## config.mk

```make
export PLATFORM = sky130hd
export DESIGN_NAME = gbc_key_regs
export DESIGN_NICKNAME = d
export VERILOG_FILES = /design/src/rtl/core/gbc_pkg.sv /design/src/rtl/core/gbc_key_regs.sv
export SDC_FILE = /design/constraint.sdc
export NUM_CORES = 1
export LEC_CHECK = 0
export ABC_AREA = 1
export BUFFER_PORTS_ARGS = -buffer_cell sky130_fd_sc_hd__buf_4
export CORE_MARGIN = 2
export CORE_UTILIZATION = 56
export CTS_BUF_LIST = sky130_fd_sc_hd__clkbuf_16
export CTS_CLUSTER_DIAMETER = 120
export DETAILED_ROUTE_END_ITERATION = 7
export PLACE_DENSITY = 0.86
export REMOVE_ABC_BUFFERS = 1
export SLEW_MARGIN = 0
export SYNTH_ARGS = -nofsm -noshare
export SYNTH_HDL_FRONTEND = slang
export SYNTH_SLANG_ARGS = --single-unit
```

## constraint.sdc

```tcl
create_clock -name aclk -period 3.2 [get_ports aclk]
set_clock_uncertainty 0.15 [all_clocks]
set_input_delay 0.48 -clock aclk [delete_from_list [all_inputs] [get_ports aclk]]
set_output_delay 0.48 -clock aclk [all_outputs]
set_load 0.05 [all_outputs]
```

## src/rtl/core/gbc_pkg.sv

```systemverilog
// ----------------------------------------------------------------------------
// gbc_pkg
// Shared types, S-box table and round helpers for the GOST 28147-89 core.
// ----------------------------------------------------------------------------
package gbc_pkg;

    localparam int unsigned NUM_ROUNDS = 32;
    localparam int unsigned NUM_KEYS   = 8;
    localparam int unsigned ROT_LEFT   = 11;

    // Halves carried between rounds: a is the half written last, b the other
    typedef struct packed {
        logic        dec;
        logic [31:0] a;
        logic [31:0] b;
    } stage_t;

    typedef logic [NUM_KEYS-1:0][31:0] key_bank_t;

    // GOST R 34.11-94 test parameter set; row 0 acts on the lowest nibble
    localparam logic [3:0] SBOX [8][16] = '{
        '{4'd4,  4'd10, 4'd9,  4'd2,  4'd13, 4'd8,  4'd0,  4'd14,
          4'd6,  4'd11, 4'd1,  4'd12, 4'd7,  4'd15, 4'd5,  4'd3},
        '{4'd14, 4'd11, 4'd4,  4'd12, 4'd6,  4'd13, 4'd15, 4'd10,
          4'd2,  4'd3,  4'd8,  4'd1,  4'd0,  4'd7,  4'd5,  4'd9},
        '{4'd5,  4'd8,  4'd1,  4'd13, 4'd10, 4'd3,  4'd4,  4'd2,
          4'd14, 4'd15, 4'd12, 4'd7,  4'd6,  4'd0,  4'd9,  4'd11},
        '{4'd7,  4'd13, 4'd10, 4'd1,  4'd0,  4'd8,  4'd9,  4'd15,
          4'd14, 4'd4,  4'd6,  4'd12, 4'd11, 4'd2,  4'd5,  4'd3},
        '{4'd6,  4'd12, 4'd7,  4'd1,  4'd5,  4'd15, 4'd13, 4'd8,
          4'd4,  4'd10, 4'd9,  4'd14, 4'd0,  4'd3,  4'd11, 4'd2},
        '{4'd4,  4'd11, 4'd10, 4'd0,  4'd7,  4'd2,  4'd1,  4'd13,
          4'd3,  4'd6,  4'd8,  4'd5,  4'd9,  4'd12, 4'd15, 4'd14},
        '{4'd13, 4'd11, 4'd4,  4'd1,  4'd3,  4'd15, 4'd5,  4'd9,
          4'd0,  4'd10, 4'd14, 4'd7,  4'd6,  4'd8,  4'd2,  4'd12},
        '{4'd1,  4'd15, 4'd13, 4'd0,  4'd5,  4'd7,  4'd10, 4'd4,
          4'd9,  4'd2,  4'd3,  4'd14, 4'd6,  4'd11, 4'd8,  4'd12}
    };

    // Nibble substitution followed by rotate left by 11
    function automatic logic [31:0] round_fn(input logic [31:0] x);
        logic [31:0] s;
        s = '0;
        for (int n = 0; n < 8; n++) begin
            s[4*n +: 4] = SBOX[n][x[4*n +: 4]];
        end
        return {s[31-ROT_LEFT:0], s[31:32-ROT_LEFT]};
    endfunction

    // Key schedule: encrypt 0..7 three times then 7..0
    function automatic logic [2:0] enc_key_idx(input logic [4:0] rnd);
        return (rnd < 5'd24) ? rnd[2:0] : 3'd7 - rnd[2:0];
    endfunction

    // Key schedule: decrypt 0..7 once then 7..0 three times
    function automatic logic [2:0] dec_key_idx(input logic [4:0] rnd);
        return (rnd < 5'd8) ? rnd[2:0] : 3'd7 - rnd[2:0];
    endfunction

endpackage

```

## src/rtl/core/gbc_key_regs.sv

```systemverilog
// ----------------------------------------------------------------------------
// gbc_key_regs
// Eight 32-bit subkey registers behind a plain write port.
// ----------------------------------------------------------------------------
module gbc_key_regs (
    input  logic               aclk,
    input  logic               aresetn,
    input  logic               cfg_we,
    input  logic [2:0]         cfg_index,
    input  logic [31:0]        cfg_wdata,
    output gbc_pkg::key_bank_t key_words
);

    gbc_pkg::key_bank_t key_reg;
    gbc_pkg::key_bank_t key_next;

    // write decode
    always_comb begin
        key_next = key_reg;
        if (cfg_we) begin
            key_next[cfg_index] = cfg_wdata;
        end
    end

    always_ff @(posedge aclk) begin
        if (!aresetn) begin
            key_reg <= '0;
        end else begin
            key_reg <= key_next;
        end
    end

    assign key_words = key_reg;

endmodule

```

== Yosys cells after proc, flatten, opt, wreduce, memory -nomap -nowiden ==
Cells that the tools add are included.

* Register bits after elaboration: 256
* Bits of input ports: 38
* Output and inout bits: 256
* Word-level logic and storage cells: 14

* Order comparisons: 2
* Multiplexer cells: 3
* Reduce and logical (&&, ||, !) cells: 1

{| class="wikitable"
|+ Operators with widths
! kind !! count
|-
| bitwise mux 256 bit || 1
|-
| demux 32 bit (select 3 bit) || 1
|-
| 2-to-1 mux 32 bit || 1
|-
| less-than comparator 3 x 4 -> 1 bit, second input constant || 1
|-
| >= comparator 3 x 1 -> 1 bit, second input constant || 1
|-
| logical AND 1 bit || 1
|}

== Logic depth before layout (Yosys ltp) ==
* Depth in word-level cells: 5
* Gate-level depth with buffers: 7
* Gate-level depth less buffers: 5

== Least setup slack after synthesis ==
Ideal clock, no wire load.

* Path type: input to register
* From: input cfg_index[0]
* To: register key_reg (netlist bit key_words[174])
* Library setup time: 114 ps
* Arrival: 1132 ps
* Setup slack: 1804 ps
* Stages: 6
* Cells stage by stage: nand2_4 > inv_2 > buf_1 > nand3_1 > nand2_1 > nor2_1

* Word-level cells in the longest chain between the ends: 5
* Elaborated cells on any way between the ends: 6

{| class="wikitable"
|+ RTL lines
! what !! RTL line !! RTL
|-
| from (decl) || gbc_key_regs.sv:9 || <nowiki>input logic [2:0] cfg_index,</nowiki>
|-
| less-than comparator 3 x 4 -> 1 bit (not written as such) or >= comparator 3 x 1 -> 1 bit (tied branches) || gbc_key_regs.sv:21 || <nowiki>key_next[cfg_index] = cfg_wdata;</nowiki>
|-
| logical AND 1 bit (not written as such) || gbc_key_regs.sv:21 ||
|-
| 2-to-1 mux 32 bit (not written as such) || gbc_key_regs.sv:21 ||
|-
| demux 32 bit (select 3 bit) * || gbc_key_regs.sv:21 ||
|-
| bitwise mux 256 bit * || gbc_key_regs.sv:21 ||
|-
| to (signal assigned) || gbc_key_regs.sv:29 || <nowiki>key_reg <= key_next;</nowiki>
|-
| to (decl) || gbc_key_regs.sv:14 || <nowiki>gbc_pkg::key_bank_t key_reg;</nowiki>
|}

Every way passes the cells marked *; elsewhere a longest branch is shown, timed or not.
A chain may end at the register's enable or synchronous reset.

== Final worst setup path ==
* From: register key_reg (netlist bit key_words[6])
* To: output key_words[6] (netlist name)

{| class="wikitable"
|+ RTL lines
! what !! RTL line !! RTL
|-
| to (decl) || gbc_key_regs.sv:11 || <nowiki>output gbc_pkg::key_bank_t key_words</nowiki>
|}

No word-level cell between the ends.

==> flow_summary.toml <==
[cts]
ctsHoldBuffers = 0
cts_tree = "built"
cts_root_buf = "clkbuf_16"
clk_path_buf_depth = 3
cts_buffers = 26
h-tree-depth = 1
clk_pin_slew_ns = 0.06
clock_latency_ns = 0.52
cts_sinks = 256
postCtsSetupBuffers = 0
post_cts_resized = 0

[critical_path]
crit_required_ns = 2.57
r2r-end = "key_words[88]"
cp_slowest_cell = "dfxtp_1"
cp_cell_sequence = "buf_4"
cp-start-kind = "register"
cp-end-kind = "output port"
path_buf_inv = 1
reg2reg_depth = 2
worstPathMaxFanout = 2
r2r_setup_slack_ns = 2.40
r2r-start = "key_words[88]"
slowest_delay_ns = 0.38
cp-startpoint = "key_words[6]"
cp_top_family = "flip-flops"
path_class = "register to output port"
crit_arrival_ns = 1.12

[route]
drcViolationCount = 0
drt_iter0_drc = 678
ant_nets = 0
dr.pass1.iters = 6
num_vias = 10100
postRouteWirelength_um = 30200
routedWlPerCell_um = 15.8
vias_per_cell = 5.29

[synthesis]
synth_common_cells = "nor2_1, nand2_1, dfxtp_1, nand3_1"
synth_cells = 1436
synth_top_family_by_area = "simple AND/OR/NAND/NOR gates"
synth_compound_area_share_pct = 0
synth-seq-area-share_pct = 50.3
synthMostInstantiatedCell = "nor2_1"
synth_edf_count = 0
yosys_warnings = 0
yosys.area_share.simple_pct = 42.0
synth.distinct_cells = 16
netlist_top_cells_area = "dfxtp_1, nor2_1, nand3_1, nand2_1, buf_6"
synth_seq_cells = 256
ys_async_sr_fraction_pct = 0
synth-xor-area-share_pct = 0
syn-mean-instance-area_um2 = 7.10
netlist_area_um2 = 10200
yosys.area.top_type = "dfxtp_1"
netlist.area_leader.share_pct = 50.3
synth_mux_area_share_pct = 0
synth_ff_type = "dfxtp_1"
synthAdderAreaFrac_pct = 0

[cells_and_area]
fin_nets = 1707
final_util_pct = 72.2
largest_register_ffs = 256
area_delta_synth_final_pct = 26.8
fill_cells = 1439
drive_gt1_share_pct = 21.0
antenna_cells = 0
multiInputGateArea_um2 = 4300
seqCellArea_um2 = 5120

[sta]
period_share_pct = 54.6
maxSlewHeadroom_pct = 29.6
rsz0062_at_grt = "false"
fin_setup_tns_ns = 0
hold_viol = 0
period_minus_slack_ns = 1.75
setup_viol = 0
maxSlewViolCount = 0
tightest_slew_ns = 1.05
fmax_ghz = 0.572

[placement]
port_buffers = 293
gp_congestion = 0.784
dp_hpwl_um = 18500

[global_routing]
grt_max_degree = 159
grt_pass1_vias = 9321
antenna_found_initial = 0
overflow = 0
grt_pass1_wl_um = 47500
grt_usage_pct = 29.7

[die]
ios = 294
die_w_um = 139
die_y_um = 139
start_util_pct = 57.0
rows = 49
core_area_um2 = 17900
dieArea_um2 = 19300

[worst_hold_path]
hold_path_end = "key_words[245]"
worstHoldStart = "cfg_wdata[21]"
min_path_cells = 5
hp-class = "input port to register"

[flow_run]
cap_violations = 0

[pwr]
power_density_nw_per_um2 = 557
p_leak_nw = 6.10
peakVddDrop_mv = 0.433

[status]
status = "finished clean"
-- cells in the final DEF, fill, tap and decap left out --
master / netlist / layout
buf_12: 0 / 3
buf_4: 8 / 301
buf_6: 27 / 1
clkbuf_16: 0 / 27
clkinv_1: 0 / 6
clkinv_2: 0 / 2
clkinv_4: 0 / 1
dfxtp_1: 256 / 256
inv_1: 34 / 41
inv_2: 4 / 4
nand2_1: 291 / 291
nand2_2: 2 / 2
nand2_4: 1 / 1
nand3_1: 224 / 224
nor2_1: 513 / 512
nor2_4: 7 / 11
nor2_8: 1 / 1
-- worst max-delay path by stage --
stage / slack (ns) / endpoint / cells after the start
floorplan: -1.69 / key_words[0] / 5
global placement: 1.13 / key_words[159] / 6
detailed placement: 1.04 / key_words[159] / 6
CTS: 1.45 / key_words[6] / 1
global route: 1.41 / key_words[144] / 6
finish: 1.45 / key_words[6] / 1
-- routing by layer --
layer	GRT usage, %	routed length (um)	vias to the layer above
met1	36.0	11800	4705
met5	0	0	-
li1	-	-	4902
met4	11.6	1080	0
met3	6.98	2740	82
met2	51.1	14600	437
-- final cells by class --
class	instances	share of cell area (%)
Sequential cell	256	39.6
Multi-Input combinational cell	1042	33.3
Timing Repair Buffer	305	18.0
Clock buffer	27	5.22
Tap cell	229	2.22
Inverter	38	1.10
Clock inverter	16	0.522
-- report_power, final --
| group | internal, mW | switching (mW) |
|---|---|---|
| Combinational | 0.312 | 0.827 |
| Clock | 1.50 | 1.20 |
| Sequential | 3.30 | 0.0622 |
-- logic make-up (layout without fill, tap and decap cells) --
family                 after synthesis  in the layout
buffers and inverters              138            386
flip-flops                         256            256
AND/OR/NAND/NOR                   1042           1042
-- metrics by stage --
stage                     total power, mW  cells  cell area (um^2)  hold WS, ns  setup WS [ns]
final                                7.21   1913             12900        0.238           1.45
after global routing                 7.43   1913             12900        0.248           1.41
after CTS                            7.23   1913             12900        0.219           1.45
after detailed placement             4.56   1870             12200        0.322           1.04
after global placement               4.54   1870             12200        0.312           1.13
after floorplan                      4.16   1336              9550        0.451          -1.69
No activity file was read; power rests on OpenSTA's default activity.
