File: src/rtl/core/gbc_pkg.sv
// ----------------------------------------------------------------------------
// gbc_pkg
// Shared types, S-box table and round helpers for the GOST 28147-89 core.
// ----------------------------------------------------------------------------
package gbc_pkg;

    localparam int unsigned NUM_ROUNDS = 32;
    localparam int unsigned NUM_KEYS   = 8;
    localparam int unsigned ROT_LEFT   = 11;

    // Halves carried between rounds: a is the half written last, b the other
    typedef struct packed {
        logic        dec;
        logic [31:0] a;
        logic [31:0] b;
    } stage_t;

    typedef logic [NUM_KEYS-1:0][31:0] key_bank_t;

    // GOST R 34.11-94 test parameter set; row 0 acts on the lowest nibble
    localparam logic [3:0] SBOX [8][16] = '{
        '{4'd4,  4'd10, 4'd9,  4'd2,  4'd13, 4'd8,  4'd0,  4'd14,
          4'd6,  4'd11, 4'd1,  4'd12, 4'd7,  4'd15, 4'd5,  4'd3},
        '{4'd14, 4'd11, 4'd4,  4'd12, 4'd6,  4'd13, 4'd15, 4'd10,
          4'd2,  4'd3,  4'd8,  4'd1,  4'd0,  4'd7,  4'd5,  4'd9},
        '{4'd5,  4'd8,  4'd1,  4'd13, 4'd10, 4'd3,  4'd4,  4'd2,
          4'd14, 4'd15, 4'd12, 4'd7,  4'd6,  4'd0,  4'd9,  4'd11},
        '{4'd7,  4'd13, 4'd10, 4'd1,  4'd0,  4'd8,  4'd9,  4'd15,
          4'd14, 4'd4,  4'd6,  4'd12, 4'd11, 4'd2,  4'd5,  4'd3},
        '{4'd6,  4'd12, 4'd7,  4'd1,  4'd5,  4'd15, 4'd13, 4'd8,
          4'd4,  4'd10, 4'd9,  4'd14, 4'd0,  4'd3,  4'd11, 4'd2},
        '{4'd4,  4'd11, 4'd10, 4'd0,  4'd7,  4'd2,  4'd1,  4'd13,
          4'd3,  4'd6,  4'd8,  4'd5,  4'd9,  4'd12, 4'd15, 4'd14},
        '{4'd13, 4'd11, 4'd4,  4'd1,  4'd3,  4'd15, 4'd5,  4'd9,
          4'd0,  4'd10, 4'd14, 4'd7,  4'd6,  4'd8,  4'd2,  4'd12},
        '{4'd1,  4'd15, 4'd13, 4'd0,  4'd5,  4'd7,  4'd10, 4'd4,
          4'd9,  4'd2,  4'd3,  4'd14, 4'd6,  4'd11, 4'd8,  4'd12}
    };

    // Nibble substitution followed by rotate left by 11
    function automatic logic [31:0] round_fn(input logic [31:0] x);
        logic [31:0] s;
        s = '0;
        for (int n = 0; n < 8; n++) begin
            s[4*n +: 4] = SBOX[n][x[4*n +: 4]];
        end
        return {s[31-ROT_LEFT:0], s[31:32-ROT_LEFT]};
    endfunction

    // Key schedule: encrypt 0..7 three times then 7..0
    function automatic logic [2:0] enc_key_idx(input logic [4:0] rnd);
        return (rnd < 5'd24) ? rnd[2:0] : 3'd7 - rnd[2:0];
    endfunction

    // Key schedule: decrypt 0..7 once then 7..0 three times
    function automatic logic [2:0] dec_key_idx(input logic [4:0] rnd);
        return (rnd < 5'd8) ? rnd[2:0] : 3'd7 - rnd[2:0];
    endfunction

endpackage

File: src/rtl/core/gbc_round.sv
// ----------------------------------------------------------------------------
// gbc_round
// One Feistel round and its pipeline register.
// ----------------------------------------------------------------------------
module gbc_round (
    input  logic             aclk,
    input  logic             aresetn,
    input  logic             advance,
    input  logic             in_valid,
    input  gbc_pkg::stage_t  in_stage,
    input  logic [31:0]      key_enc,
    input  logic [31:0]      key_dec,
    output logic             out_valid,
    output gbc_pkg::stage_t  out_stage
);

    logic            valid_reg;
    gbc_pkg::stage_t stage_reg;
    gbc_pkg::stage_t stage_next;
    logic [31:0]     key_sel;
    logic [31:0]     sum;

    // add subkey, substitute and rotate, fold into the other half, swap
    always_comb begin
        key_sel          = in_stage.dec ? key_dec : key_enc;
        sum              = in_stage.a + key_sel;
        stage_next.dec   = in_stage.dec;
        stage_next.a     = in_stage.b ^ gbc_pkg::round_fn(sum);
        stage_next.b     = in_stage.a;
    end

    always_ff @(posedge aclk) begin
        if (!aresetn) begin
            valid_reg <= 1'b0;
        end else if (advance) begin
            valid_reg <= in_valid;
        end
    end

    always_ff @(posedge aclk) begin
        if (advance) begin
            stage_reg <= stage_next;
        end
    end

    assign out_valid = valid_reg;
    assign out_stage = stage_reg;

endmodule

File: config.mk
export PLATFORM = sky130hd
export DESIGN_NAME = gbc_round
export DESIGN_NICKNAME = d
export VERILOG_FILES = /design/src/rtl/core/gbc_pkg.sv /design/src/rtl/core/gbc_round.sv
export SDC_FILE = /design/constraint.sdc
export NUM_CORES = 1
export LEC_CHECK = 0
export ABC_CLOCK_PERIOD_IN_PS = 6500
export BUFFER_PORTS_ARGS = -buffer_cell sky130_fd_sc_hd__buf_4
export CORE_MARGIN = 2
export CORE_UTILIZATION = 35
export DETAILED_ROUTE_END_ITERATION = 6
export SYNTH_ARGS = -nofsm -noshare
export SYNTH_HDL_FRONTEND = slang
export SYNTH_SLANG_ARGS = --single-unit
File: constraint.sdc
create_clock -name aclk -period 6.5 [get_ports aclk]
set_clock_uncertainty 0.05 [all_clocks]
set_input_delay 0.65 -clock aclk [delete_from_list [all_inputs] [get_ports aclk]]
set_output_delay 0.65 -clock aclk [all_outputs]
set_load 0.05 [all_outputs]
# --- Word-level counts from Yosys, hierarchy flattened ---
# Memory sizes are Yosys's and may differ from the RTL's.
# Cells that the tools add are included.
word_totals:
  ff_bits: 66
  mem_bits_ro: 512
  wordCells: 47
  mem_count: 8
op_classes:
  n_addsub: 1
  magnitude_cmp: 8
  muxes: 17
  n_bitwise: 9
memory_table:
  columns: ["name", "depth", "width", "read_ports", "rd_ports_with_merged_regs", "wr", "line_no", "source"]
  rows:
  - ["(name not given)", 16, 4, 1, 0, 0, "gbc_pkg.sv:45", "s[4*n +: 4] = SBOX[n][x[4*n +: 4]];"]
  - ["(name not given)", 16, 4, 1, 0, 0, "gbc_pkg.sv:45", null]
  - ["(name not given)", 16, 4, 1, 0, 0, "gbc_pkg.sv:45", null]
  - ["(name not given)", 16, 4, 1, 0, 0, "gbc_pkg.sv:45", null]
  - ["(name not given)", 16, 4, 1, 0, 0, "gbc_pkg.sv:45", null]
  - ["(name not given)", 16, 4, 1, 0, 0, "gbc_pkg.sv:45", null]
  - ["2 more memories", null, null, null, null, null, null, null]
op_table:
  columns: ["operator", "count"]
  rows:
  - ["4-bit 2-to-1 mux", 16]
  - ["5-bit greater-or-equal comparator, second input constant", 8]
  - ["4-bit inverter with 5-bit output", 8]
  - ["32-bit adder", 1]
  - ["32-bit 2-to-1 mux", 1]
  - ["32-bit XOR", 1]

# --- Depth between registers and ports, before layout ---
# Gate-level depths: netlist of run 1.
depth:
  word_depth: 7
  depth_mapped: 20

# --- Least setup slack after synthesis of run 1 ---
# No wires, ideal clock.
synth_path:
  path_type: "input port to flip-flop"
  startpoint: "input in_stage[64] in the netlist's numbering"
  endpoint: "register stage_reg, in the netlist out_stage[33] (data pin)"
  setup_ns: 0.258
  arrival_ns: 4.443
  required_ns: 6.192
  slack_ns: 1.749
  stages: 16
  path_buffers: 2
  cell_sequence: "clkbuf_1 clkbuf_1 mux2_2 ha_1 inv_1 fa_1 nor2b_1 o31a_1 o31ai_4 a31oi_4 a211oi_1 xor2_1 inv_1 ha_1 mux4_2 xnor2_1"
synth_rtl:
  columns: ["element", "line_no", "source"]
  rows:
  - ["from (decl)", "gbc_round.sv:10", "input gbc_pkg::stage_t in_stage,"]
  - ["to (signal assigned)", "gbc_round.sv:42", "stage_reg <= stage_next;"]
  - ["to (decl)", "gbc_round.sv:18", "gbc_pkg::stage_t stage_reg;"]

==> results of run 1 <==
## power groups by stage
stage | clock network [W] | logic [W] | registers (W)
6_report | 0.000431 | 0.00135 | 0.000624
5_1_grt | 0.000462 | 0.00146 | 0.000634
4_1_cts | 0.000446 | 0.00136 | 0.000626
3_5_place_dp | 0 | 0.00135 | 0.000634
3_3_place_gp | 0 | 0.00132 | 0.000632
2_1_floorplan | 0 | 0.000669 | 0.000956
## how the worst max path moves through the flow
| stage | startpoint | endpoint | slack [ns] |
|---|---|---|---|
| 5_1_grt | in_stage[64] | out_stage[38]$_DFFE_PP_ | 1.46 |
| 3_3_place_gp | in_stage[64] | out_stage[38]$_DFFE_PP_ | 1.59 |
| 6_report | in_stage[64] | out_stage[38]$_DFFE_PP_ | 1.72 |
| 4_1_cts | in_stage[64] | out_stage[38]$_DFFE_PP_ | 1.72 |
| 3_5_place_dp | in_stage[64] | out_stage[38]$_DFFE_PP_ | 1.34 |
| 2_1_floorplan | in_stage[64] | out_stage[33]$_DFFE_PP_ | 1.75 |
## stage by stage
step	setup WS (ns)	total power (W)	area, um2
after floorplan	1.749	0.001625	5909
after global placement	1.590	0.001949	7596
after detailed placement	1.336	0.001985	7596
after CTS	1.718	0.002428	7846
after global routing	1.463	0.002556	7846
final	1.722	0.002402	7846
## layout by cell type (no fill, tap or decap), drive strengths merged, types with 10 or more instances in the layout
master	instances
nand2	29
ha	73
buf	198
a21o	13
inv	38
xnor2	38
a21oi	33
edfxtp	65
mux2	34
xor2	27
mux2i	23
o21ai	32
nor2	18
clkbuf	10
## worst max-delay path: cells and delay by family
kind	cells	cell delay, ns
AOI/OAI and AO/OA	5	1.29
muxes	3	0.90
adders and majority gates	3	0.75
buffers and inverters	3	0.64
xor gates and xnor gates	2	0.50
and+or+nand+nor	1	0.07
## flip-flops by register name, summed over array words and instances, names as in the netlist
signal     flops
out_stage     65
out_valid      1
## area by class of cell
cell class,count,area (um2),area share
repair buffers,198,1486,0.1894
well taps,220,275.3,0.03508
flip-flops and latches,66,1972,0.2513
clock inverters,4,21.27,0.002711
inverters,38,142.6,0.01818
multi-input cells,428,3720,0.4741
clock buffers,10,229.0,0.02918
## metal layers
| metal | vias up | routed length, um | track usage |
|---|---|---|---|
| met4 | 0 | 340 | 0.07329 |
| li1 | 2411 | - | - |
| met3 | 19 | 1028 | 0.03930 |
| met1 | 2263 | 6397 | 0.1931 |
| met5 | - | 0 | 0 |
| met2 | 169 | 7832 | 0.3051 |
## logic make-up (layout without fill, tap and decap cells)
family,count (synthesis),in the layout,synth area share
DFF,66,66,0.3337
and+or+nand+nor,87,87,0.07241
AOI/OAI and AO/OA,137,137,0.1622
buffers and inverters,54,250,0.03684
muxes,65,65,0.1342
xor gates and xnor gates,65,65,0.1027
adders and majority gates,74,74,0.1580
==> key figures, run 1 <==
Layout
  – Layout cell share with drive strength beyond 1: 0.3656
  – Antenna diodes: 0
  – Finished Core Util: 0.4748
  – Area grow syn2layout: 32.78%
  – FILL cells: 1,587
  – Final non-filler cell total: 964
  – Final layout net count: 948

Synth
  – Yosys warning count: 0
  – Top cells by area, synth: edfxtp_1 (33%), ha_1 (15%), mux2_2 (6.3%)
  – Most frequent cell after synthesis: ha_1
  – Cell accounting for the most synthesized area: edfxtp_1
  – Post-synthesis async set-or-reset flop share: 0
  – Synth cell count leaders: ha_1 (73), edfxtp_1 (65), inv_1 (38)
  – Mapped Nets: 755
  – Post-synth EDFFs: 65
  – Cell count after synthesis: 548
  – Mapped Area: 5909 um2
  – Ys flop type: edfxtp_1
  – FF+latch count, synth: 66
  – Yosys top cell area share: 0.3303
  – Library cells used by synthesis: 66
  – Seq/Total Area, Yosys: 0.3337
  – Syn Area/Cell: 10.78 um2

Outcome
  – Run status: finished clean

Setup path
  – WS Path Type: input port to flip-flop
  – Crit path max fanout: 33
  – Crit-path max cell delay: 0.42 ns
  – Slowest stage cell, crit path: buf_4
  – Critical Path AT: 4.81 ns
  – Reg-to-Reg Start: out_valid$_SDFFE_PN0P_
  – Reg2reg setup slack: 5.86 ns
  – Worst Path Required: 6.53 ns
  – CP Cell Sequence: buf_4 > mux2_2 > ha_1 > inv_1 > fa_1 > nor2b_1 > o31a_1 > o31ai_4 > a31oi_4 > a21o_1 > a21boi_2 > xor2_1 > inv_1 > ha_1 > mux2_1 > mux2i_1 > xor2_1
  – RR Endpoint: out_valid$_SDFFE_PN0P_
  – CP Capture Type: flip-flop
  – Worst r2r path cells: 2
  – CP Launch Type: input port

Clock tree
  – CTS tree: yes
  – H-tree levels: 3
  – Clk buf depth: 2
  – Post-cts sizing count: 0
  – Postcts setup bufs: 0
  – Worst-path clk slew: 0.05 ns
  – Num CTS Buffers: 9
  – Skew-Pair Late Insertion Delay: 0.34 ns
  – Clk sink count: 66
  – Clock root cell: clkbuf_16
  – Hold Buf Count CTS: 0

Timing
  – Final Setup Violations: 0
  – Fmax: 209.3 MHz
  – Worst Tran Pin Value: 0.8944 ns
  – Min Tclk post-route: 4.778 ns
  – Max-slew violations: 0
  – Final hold vios: 0
  – Total negative slack: 0 ns
  – Crit share post-route: 0.7350
  – Slew margin rel.: 0.4037
  – Hold_ws: 0.4433 ns
  – RSZ-0062 raised after global routing: no

Min path
  – Hold path cells: 1
  – Worst Hold Path EP: out_stage[26]$_DFFE_PP_
  – Hold_sp: in_stage[58]
  – Worst Hold Class: input port to flip-flop

Drt
  – Antenna-violating nets left: 0
  – Routed wire per std cell: 16.18 um
  – Drt pass-1 iters: 4
  – Drt total wl: 15,600 um
  – Routed vias/inst: 5.044
  – Iteration-0 DRC Markers: 168
  – Vias post-DR: 4,862
  – Number of remaining DRC errors: 0

Global route
  – GRT Residual Overflow: 0
  – Global-route usage over all layers: 0.1701
  – Pin count of the biggest net entering global routing: 67
  – Initial antenna violation count: 0
  – Global-route wire length before repair: 24,150 um
  – Vias in the first global route: 5,049

Power
  – Part of the power in registers: 0.260
  – Internal power: 0.001376 W
  – Static Leak: 3.516 nW
  – Peak supply drop: 152.7 uV
  – Gate power share: 0.561
  – PD cells: 306.1 nW/um2
  – Net Sw Power: 0.001025 W
  – Clock power frac: 0.180
  – Net Sw Frac: 0.4269

Floorplanning
  – IO Pins: 199
  – Die Span X: 133.9 um
  – Starting Density: 0.3576
  – Core Region: 16,520 um2
  – Die Y-Extent: 133.9 um
  – DIE AREA: 17,940 um2
  – Row cnt: 47

Job
  – Max Cap Violations: 0

Place
  – Hpwl dp: 12,360 um
  – Cell Count Post-Placement: 950
  – PortBufs: 198
  – Routability congestion estimate: 0.8580
(Power assumes the default switching activity.)
==> inputs of run 2 (changes only) <==
- ABC_AREA: unset -> 1
- ABC_CLOCK_PERIOD_IN_PS: 6500 -> 5000
- clock period: 6.5 -> 5 ns (I/O delays scaled with it)
==> key figures, run 2 <==
Timing
  – RSZ-0062 raised after global routing: no (unchanged)
  – Worst Tran Pin Value: 0.9191 ns (was 0.8944 ns)
  – Slew margin rel.: 0.3873 (was 0.4037)
  – Final hold vios: 0 (unchanged)
  – Crit share post-route: 0.7104
  – Total negative slack: 0 ns (unchanged)
  – Final Setup Violations: 0 (unchanged)
  – Min Tclk post-route: 3.552 ns
  – Fmax: 281.5 MHz
  – Max-slew violations: 0 (unchanged)
  – Hold_ws: 0.2948 ns (was 0.4433 ns)

Clock tree
  – CTS tree: yes (unchanged)
  – Clk sink count: 66 (unchanged)
  – Postcts setup bufs: 0 (unchanged)
  – Num CTS Buffers: 9 (unchanged)
  – Post-cts sizing count: 0 (unchanged)
  – Hold Buf Count CTS: 0 (unchanged)
  – Clock root cell: clkbuf_16 (unchanged)
  – Worst-path clk slew: 0.06 ns (was 0.05 ns)
  – Clk buf depth: 2 (unchanged)
  – H-tree levels: 3 (unchanged)
  – Skew-Pair Late Insertion Delay: 0.34 ns (about the same)

Global route
  – Vias in the first global route: 5,913 (was 5,049)
  – Global-route wire length before repair: 28,380 um (was 24,150 um)
  – Pin count of the biggest net entering global routing: 68 (was 67)
  – Global-route usage over all layers: 0.1762 (was 0.1701)
  – Initial antenna violation count: 0 (unchanged)
  – GRT Residual Overflow: 0 (unchanged)

Floorplanning
  – DIE AREA: 20,440 um2 (was 17,940 um2)
  – IO Pins: 199 (unchanged)
  – Die Y-Extent: 143.0 um (was 133.9 um)
  – Row cnt: 50 (was 47)
  – Starting Density: 0.3589 (was 0.3576)
  – Die Span X: 143.0 um (was 133.9 um)
  – Core Region: 18,830 um2 (was 16,520 um2)

Synth
  – Yosys warning count: 0 (unchanged)
  – Library cells used by synthesis: 43 (was 66)
  – Most frequent cell after synthesis: nand2_1 (was ha_1)
  – Cell count after synthesis: 949 (was 548)
  – Seq/Total Area, Yosys: 0.2917 (was 0.3337)
  – Synth cell count leaders: nand2_1 (352), inv_1 (144), ha_1 (73) (was ha_1 (73), edfxtp_1 (65), inv_1 (38))
  – Mapped Nets: 1,156 (was 755)
  – Yosys top cell area share: 0.2888 (was 0.3303)
  – Cell accounting for the most synthesized area: edfxtp_1 (unchanged)
  – FF+latch count, synth: 66 (unchanged)
  – Mapped Area: 6759 um2 (was 5909 um2)
  – Post-synthesis async set-or-reset flop share: 0 (unchanged)
  – Syn Area/Cell: 7.122 um2 (was 10.78 um2)
  – Top cells by area, synth: edfxtp_1 (29%), nand2_1 (20%), ha_1 (14%) (was edfxtp_1 (33%), ha_1 (15%), mux2_2 (6.3%))
  – Ys flop type: edfxtp_1 (unchanged)
  – Post-synth EDFFs: 65 (unchanged)

Place
  – Routability congestion estimate: 0.8676 (was 0.8580)
  – PortBufs: 198 (unchanged)
  – Cell Count Post-Placement: 1,403 (was 950)
  – Hpwl dp: 14,880 um (was 12,360 um)

Power
  – Gate power share: 0.536 (was 0.561)
  – Internal power: 0.001682 W (was 0.001376 W)
  – Clock power frac: 0.209 (was 0.180)
  – Static Leak: 4.719 nW (was 3.516 nW)
  – Net Sw Frac: 0.4408 (was 0.4269)
  – Net Sw Power: 0.001326 W (was 0.001025 W)
  – Part of the power in registers: 0.255 (was 0.260)
  – PD cells: 339.9 nW/um2 (was 306.1 nW/um2)
  – Peak supply drop: 163.6 uV (was 152.7 uV)

Drt
  – Vias post-DR: 6,458 (was 4,862)
  – Routed vias/inst: 4.551 (was 5.044)
  – Iteration-0 DRC Markers: 350 (was 168)
  – Routed wire per std cell: 12.78 um (was 16.18 um)
  – Number of remaining DRC errors: 0 (unchanged)
  – Antenna-violating nets left: 0 (unchanged)
  – Drt total wl: 18,130 um (was 15,600 um)
  – Drt pass-1 iters: 5 (was 4)

Setup path
  – CP Launch Type: input port (unchanged)
  – CP Capture Type: flip-flop (unchanged)
  – Worst Path Required: 5.05 ns (was 6.53 ns)
  – Crit path max fanout: 34 (was 33)
  – Critical Path AT: 3.61 ns (was 4.81 ns)
  – WS Path Type: input port to flip-flop (unchanged)

Outcome
  – Run status: finished clean (unchanged)

Layout
  – Antenna diodes: 0 (unchanged)
  – Commonest non-fill, non-tap cell in the layout: nand2_1 (was buf_4)
  – Finished Core Util: 0.4700 (was 0.4748)
  – Area grow syn2layout: 30.93% (was 32.78%)
  – Final non-filler cell total: 1,419 (was 964)
  – Commonest cells after routing, fill and taps aside: nand2_1 (352), buf_4 (198), inv_1 (144) (was buf_4 (198), ha_1 (73), edfxtp_1 (65))
  – Final layout net count: 1,361 (was 948)
  – Layout cell share with drive strength beyond 1: 0.2502 (was 0.3656)
  – Number of flip-flops in the largest register: 65 (unchanged)

Job
  – Max Cap Violations: 0 (unchanged)

Min path
  – Worst Hold Class: input port to flip-flop (unchanged)
[run 2: cell families after synthesis]
logic type,count (synthesis),synth area share
AO/OA/AOI/OAI,66,0.05720
XOR/XNOR,30,0.04221
adder cells (fa/ha/maj),74,0.1381
buffers and inverters,154,0.08552
flip-flops,66,0.2917
multiplexers,32,0.05313
AND/OR/NAND/NOR,527,0.3321
[run 2: worst max-delay path: stages]
cell	delay [ns]
buf_4	0.40
mux2_2	0.25
ha_1	0.20
inv_1	0.07
fa_1	0.40
inv_1	0.12
nand3_1	0.07
nand2_1	0.13
nand3_1	0.09
nand3_1	0.16
nand3_1	0.18
nand3_1	0.12
nand2_1	0.15
ha_1	0.34
inv_1	0.07
nand2_2	0.06
nand3_1	0.11
nand2_1	0.06
nand2_1	0.05
nand2_1	0.04
[run 2: per-layer routing]
layer  wire (um)  track usage  share of wire  vias up
li1            -            -              -     3440
met1        8656       0.2364           0.48     2876
met2        8376       0.2926           0.46      132
met3         899      0.03018          0.050       10
met4         196      0.04846          0.011        0
met5           0            0              0        -
[run 2: path summary, 6_finish.rpt]
check	startpoint	end	slack [ns]	cells after the start
max reg2reg	out_valid$_SDFFE_PN0P_	out_valid$_SDFFE_PN0P_	4.29	2
max	in_stage[64]	out_stage[63]$_DFFE_PP_	1.45	20
min reg2reg	out_valid$_SDFFE_PN0P_	out_valid$_SDFFE_PN0P_	0.50	2
min	in_stage[54]	out_stage[22]$_DFFE_PP_	0.29	1
[run 2: area by class of cell]
| class | count | area [um2] |
|---|---|---|
| fillers | 1942 | 9981 |
| inverters | 150 | 563.0 |
| flip-flops and latches | 66 | 1972 |
| clock inverters | 2 | 10.01 |
| clock buffers | 14 | 284.0 |
| well taps | 260 | 325.3 |
| multi-input cells | 729 | 4209 |
| repair buffers | 198 | 1486 |
[run 2: power by group through the flow]
| stage | Clock, W | Sequential, W | Combinational [W] |
|---|---|---|---|
| 5_1_grt | 0.000674 | 0.000777 | 0.00180 |
| 2_1_floorplan | 0 | 0.00112 | 0.000831 |
| 6_report | 0.000628 | 0.000767 | 0.00161 |
| 4_1_cts | 0.000653 | 0.000769 | 0.00162 |
| 3_5_place_dp | 0 | 0.000779 | 0.00162 |
| 3_3_place_gp | 0 | 0.000777 | 0.00160 |
[run 2: through the flow]
step	setup slack [ns]	total power, W	area, um2
global placement	1.131	0.002377	8556
detailed placement	1.050	0.002396	8556
global route	1.108	0.003247	8850
finish	1.448	0.003008	8850
CTS	1.422	0.003043	8850
floorplan	1.276	0.001952	6759
==> inputs of run 3 (changes only) <==
- ABC_AREA: 1 -> 0
- ABC_CLOCK_PERIOD_IN_PS: 5000 -> 3500
- clock period: 5 -> 3.5 ns (I/O delays scaled with it)
==> key figures, run 3 (synthesis gave the netlist of run 1 again) <==
Timing
  – Total negative slack: 0 ns (unchanged)
  – Crit share post-route: 0.9910
  – Min Tclk post-route: 3.469 ns
  – Final Setup Violations: 0 (unchanged)
  – RSZ-0062 raised after global routing: yes (was no)
  – Final hold vios: 0 (unchanged)
  – Worst Tran Pin Value: 0.8824 ns (was 0.9191 ns)
  – Slew margin rel.: 0.4117 (was 0.3873)
  – Fmax: 288.3 MHz
  – Max-slew violations: 0 (unchanged)

Setup path
  – Worst r2r path cells: 2 (unchanged)
  – CP Capture Type: flip-flop (unchanged)
  – Worst Path Required: 3.55 ns (was 5.05 ns)
  – Reg2reg setup slack: 2.86 ns (was 4.29 ns)
  – Crit path max fanout: 6 (was 34)
  – Critical path startpoint: in_stage[64] (unchanged)
  – Reg-to-Reg Start: out_valid$_SDFFE_PN0P_ (unchanged)
  – Critical Path AT: 3.52 ns (was 3.61 ns)
  – WS Path Type: input port to flip-flop (unchanged)
  – CP Launch Type: input port (unchanged)
  – Critical Path End: out_stage[41]$_DFFE_PP_ (was out_stage[63]$_DFFE_PP_)
  – RR Endpoint: out_valid$_SDFFE_PN0P_ (unchanged)

Drt
  – Iteration-0 DRC Markers: 226 (was 350)
  – Number of remaining DRC errors: 0 (unchanged)
  – Drt total wl: 17,130 um (was 18,130 um)
  – Routed vias/inst: 4.868 (was 4.551)
  – Routed wire per std cell: 15.41 um (was 12.78 um)
  – Drt pass-1 iters: 4 (was 5)
  – Antenna-violating nets left: 0 (unchanged)
  – Vias post-DR: 5,408 (was 6,458)

Floorplanning
  – Die Y-Extent: 133.9 um (was 143.0 um)
  – Die Span X: 133.9 um (was 143.0 um)
  – IO Pins: 199 (unchanged)
  – Row cnt: 47 (was 50)
  – Core Region: 16,520 um2 (was 18,830 um2)
  – Starting Density: 0.3576 (was 0.3589)
  – DIE AREA: 17,940 um2 (was 20,440 um2)

Layout
  – Area grow syn2layout: 59.50% (was 30.93%)
  – Commonest cells after routing, fill and taps aside: buf_4 (338), edfxtp_1 (65), ha_1 (55) (was nand2_1 (352), buf_4 (198), inv_1 (144))
  – Antenna diodes: 0 (unchanged)
  – Final instance area: 9425 um2 (was 8850 um2)
  – Commonest non-fill, non-tap cell in the layout: buf_4 (was nand2_1)
  – Number of flip-flops in the largest register: 65 (unchanged)
  – Final layout net count: 1,093 (was 1,361)
  – FILL cells: 1,413 (was 1,942)
  – Layout cell share with drive strength beyond 1: 0.5253 (was 0.2502)
  – Finished Core Util: 0.5704 (was 0.4700)

Global route
  – GRT Residual Overflow: 0 (unchanged)
  – Initial antenna violation count: 0 (unchanged)
  – Pin count of the biggest net entering global routing: 67 (was 68)
  – Global-route wire length before repair: 27,400 um (was 28,380 um)
  – Vias in the first global route: 5,699 (was 5,913)
  – Global-route usage over all layers: 0.1914 (was 0.1762)

Power
  – Peak supply drop: 323.4 uV (was 163.6 uV)
  – Clock power frac: 0.162 (was 0.209)
  – Total power: 0.005031 W (was 0.003008 W)
  – Part of the power in registers: 0.231 (was 0.255)
  – Internal power: 0.002970 W (was 0.001682 W)
  – PD cells: 533.8 nW/um2 (was 339.9 nW/um2)
  – Gate power share: 0.607 (was 0.536)
  – Static Leak: 4.334 nW (was 4.719 nW)
  – Net Sw Power: 0.002061 W (was 0.001326 W)
  – Net Sw Frac: 0.4097 (was 0.4408)

Clock tree
  – Clk buf depth: 2 (unchanged)
  – Clock root cell: clkbuf_16 (unchanged)
  – H-tree levels: 3 (unchanged)
  – Skew-Pair Late Insertion Delay: 0.34 ns (about the same)
  – Hold Buf Count CTS: 0 (unchanged)
  – Num CTS Buffers: 9 (unchanged)
  – Clk sink count: 66 (unchanged)
  – CTS tree: yes (unchanged)
  – Worst-path clk slew: 0.06 ns (about the same)

Place
  – Hpwl dp: 13,720 um (was 14,880 um)
  – Placed Area: 8768 um2 (was 8556 um2)
  – Routability congestion estimate: 0.8433 (was 0.8676)
  – PortBufs: 198 (unchanged)

Outcome
  – Run status: finished clean (unchanged)

Min path
  – Worst Hold Class: input port to flip-flop (unchanged)

Job
  – Max Cap Violations: 0 (unchanged)
## run 3: changes by cell type in the layout (fill, tap and decap cells not counted), sizes merged, moves of 28 or more
| cell | before | now |
|---|---|---|
| buf | 198 | 342 |
| inv | 148 | 38 |
| nand2 | 374 | 29 |
| nand3 | 75 | 9 |
| nor2 | 51 | 18 |
| xnor2 | 10 | 38 |
## run 3: cell type report
class / count / area, um2 / share of cell area
Sequential cell: 66 / 1972 / 0.2092
Clock inverter: 4 / 18.77 / 0.001991
Timing Repair Buffer: 343 / 2633 / 0.2793
Tap cell: 220 / 275.3 / 0.02920
Multi-Input combinational cell: 428 / 4148 / 0.4401
Clock buffer: 12 / 236.5 / 0.02509
Inverter: 38 / 142.6 / 0.01513
## run 3: worst max-delay path, cell delays in order
cell      delay (ns)
buf_12          0.12
mux2_4          0.31
ha_4            0.17
inv_2           0.05
fa_2            0.20
nor2b_2         0.05
o31a_1          0.28
o31ai_4         0.25
a31oi_4         0.17
a21o_1          0.26
a21boi_2        0.16
buf_4           0.13
o21ba_4         0.16
inv_2           0.05
ha_4            0.21
mux4_2          0.46
xnor2_1         0.14
## run 3: worst min-delay path by stage
| stage | from | to | slack [ns] | cells after the start |
|---|---|---|---|---|
| after global placement | out_valid$_SDFFE_PN0P_ | out_valid$_SDFFE_PN0P_ | 0.45 | 2 |
| after CTS | in_stage[55] | out_stage[23]$_DFFE_PP_ | 0.14 | 1 |
| after floorplan | in_stage[32] | out_stage[0]$_DFFE_PP_ | 0.40 | 0 |
| final | in_stage[55] | out_stage[23]$_DFFE_PP_ | 0.15 | 1 |
| after global routing | in_stage[56] | out_stage[24]$_DFFE_PP_ | 0.14 | 1 |
| after detailed placement | out_valid$_SDFFE_PN0P_ | out_valid$_SDFFE_PN0P_ | 0.47 | 2 |
## run 3: repair_timing
action,CTS,global route
gates cloned,1,0
endpoints found under the setup margin,14,18
resized for setup,17,34
pin swaps,16,23
setup buffers,3,3
## run 3: per-layer routing
| metal | share of wire | GRT usage |
|---|---|---|
| met3 | 0.055 | 0.04573 |
| met1 | 0.43 | 0.2324 |
| met2 | 0.50 | 0.3365 |
| met5 | 0 | 0 |
| met4 | 0.015 | 0.05733 |
## run 3: power by group through the flow
stage          clock (W)  sequential (W)  combinational, W
3_3_place_gp           0         0.00118           0.00284
4_1_cts         0.000834         0.00117           0.00298
6_report        0.000817         0.00116           0.00305
5_1_grt         0.000865         0.00118           0.00329
2_1_floorplan          0         0.00178           0.00131
3_5_place_dp           0         0.00118           0.00294
## run 3: through the flow
stage	cells	hold WS [ns]	worst slack (ns)
after detailed placement	1088	0.4700	-0.6201
after CTS	1108	0.1394	-0.01086
after global routing	1111	0.1392	-0.05361
after floorplan	548	0.3989	-0.4806
final	1111	0.1474	0.03136
after global placement	1088	0.4498	-0.4923
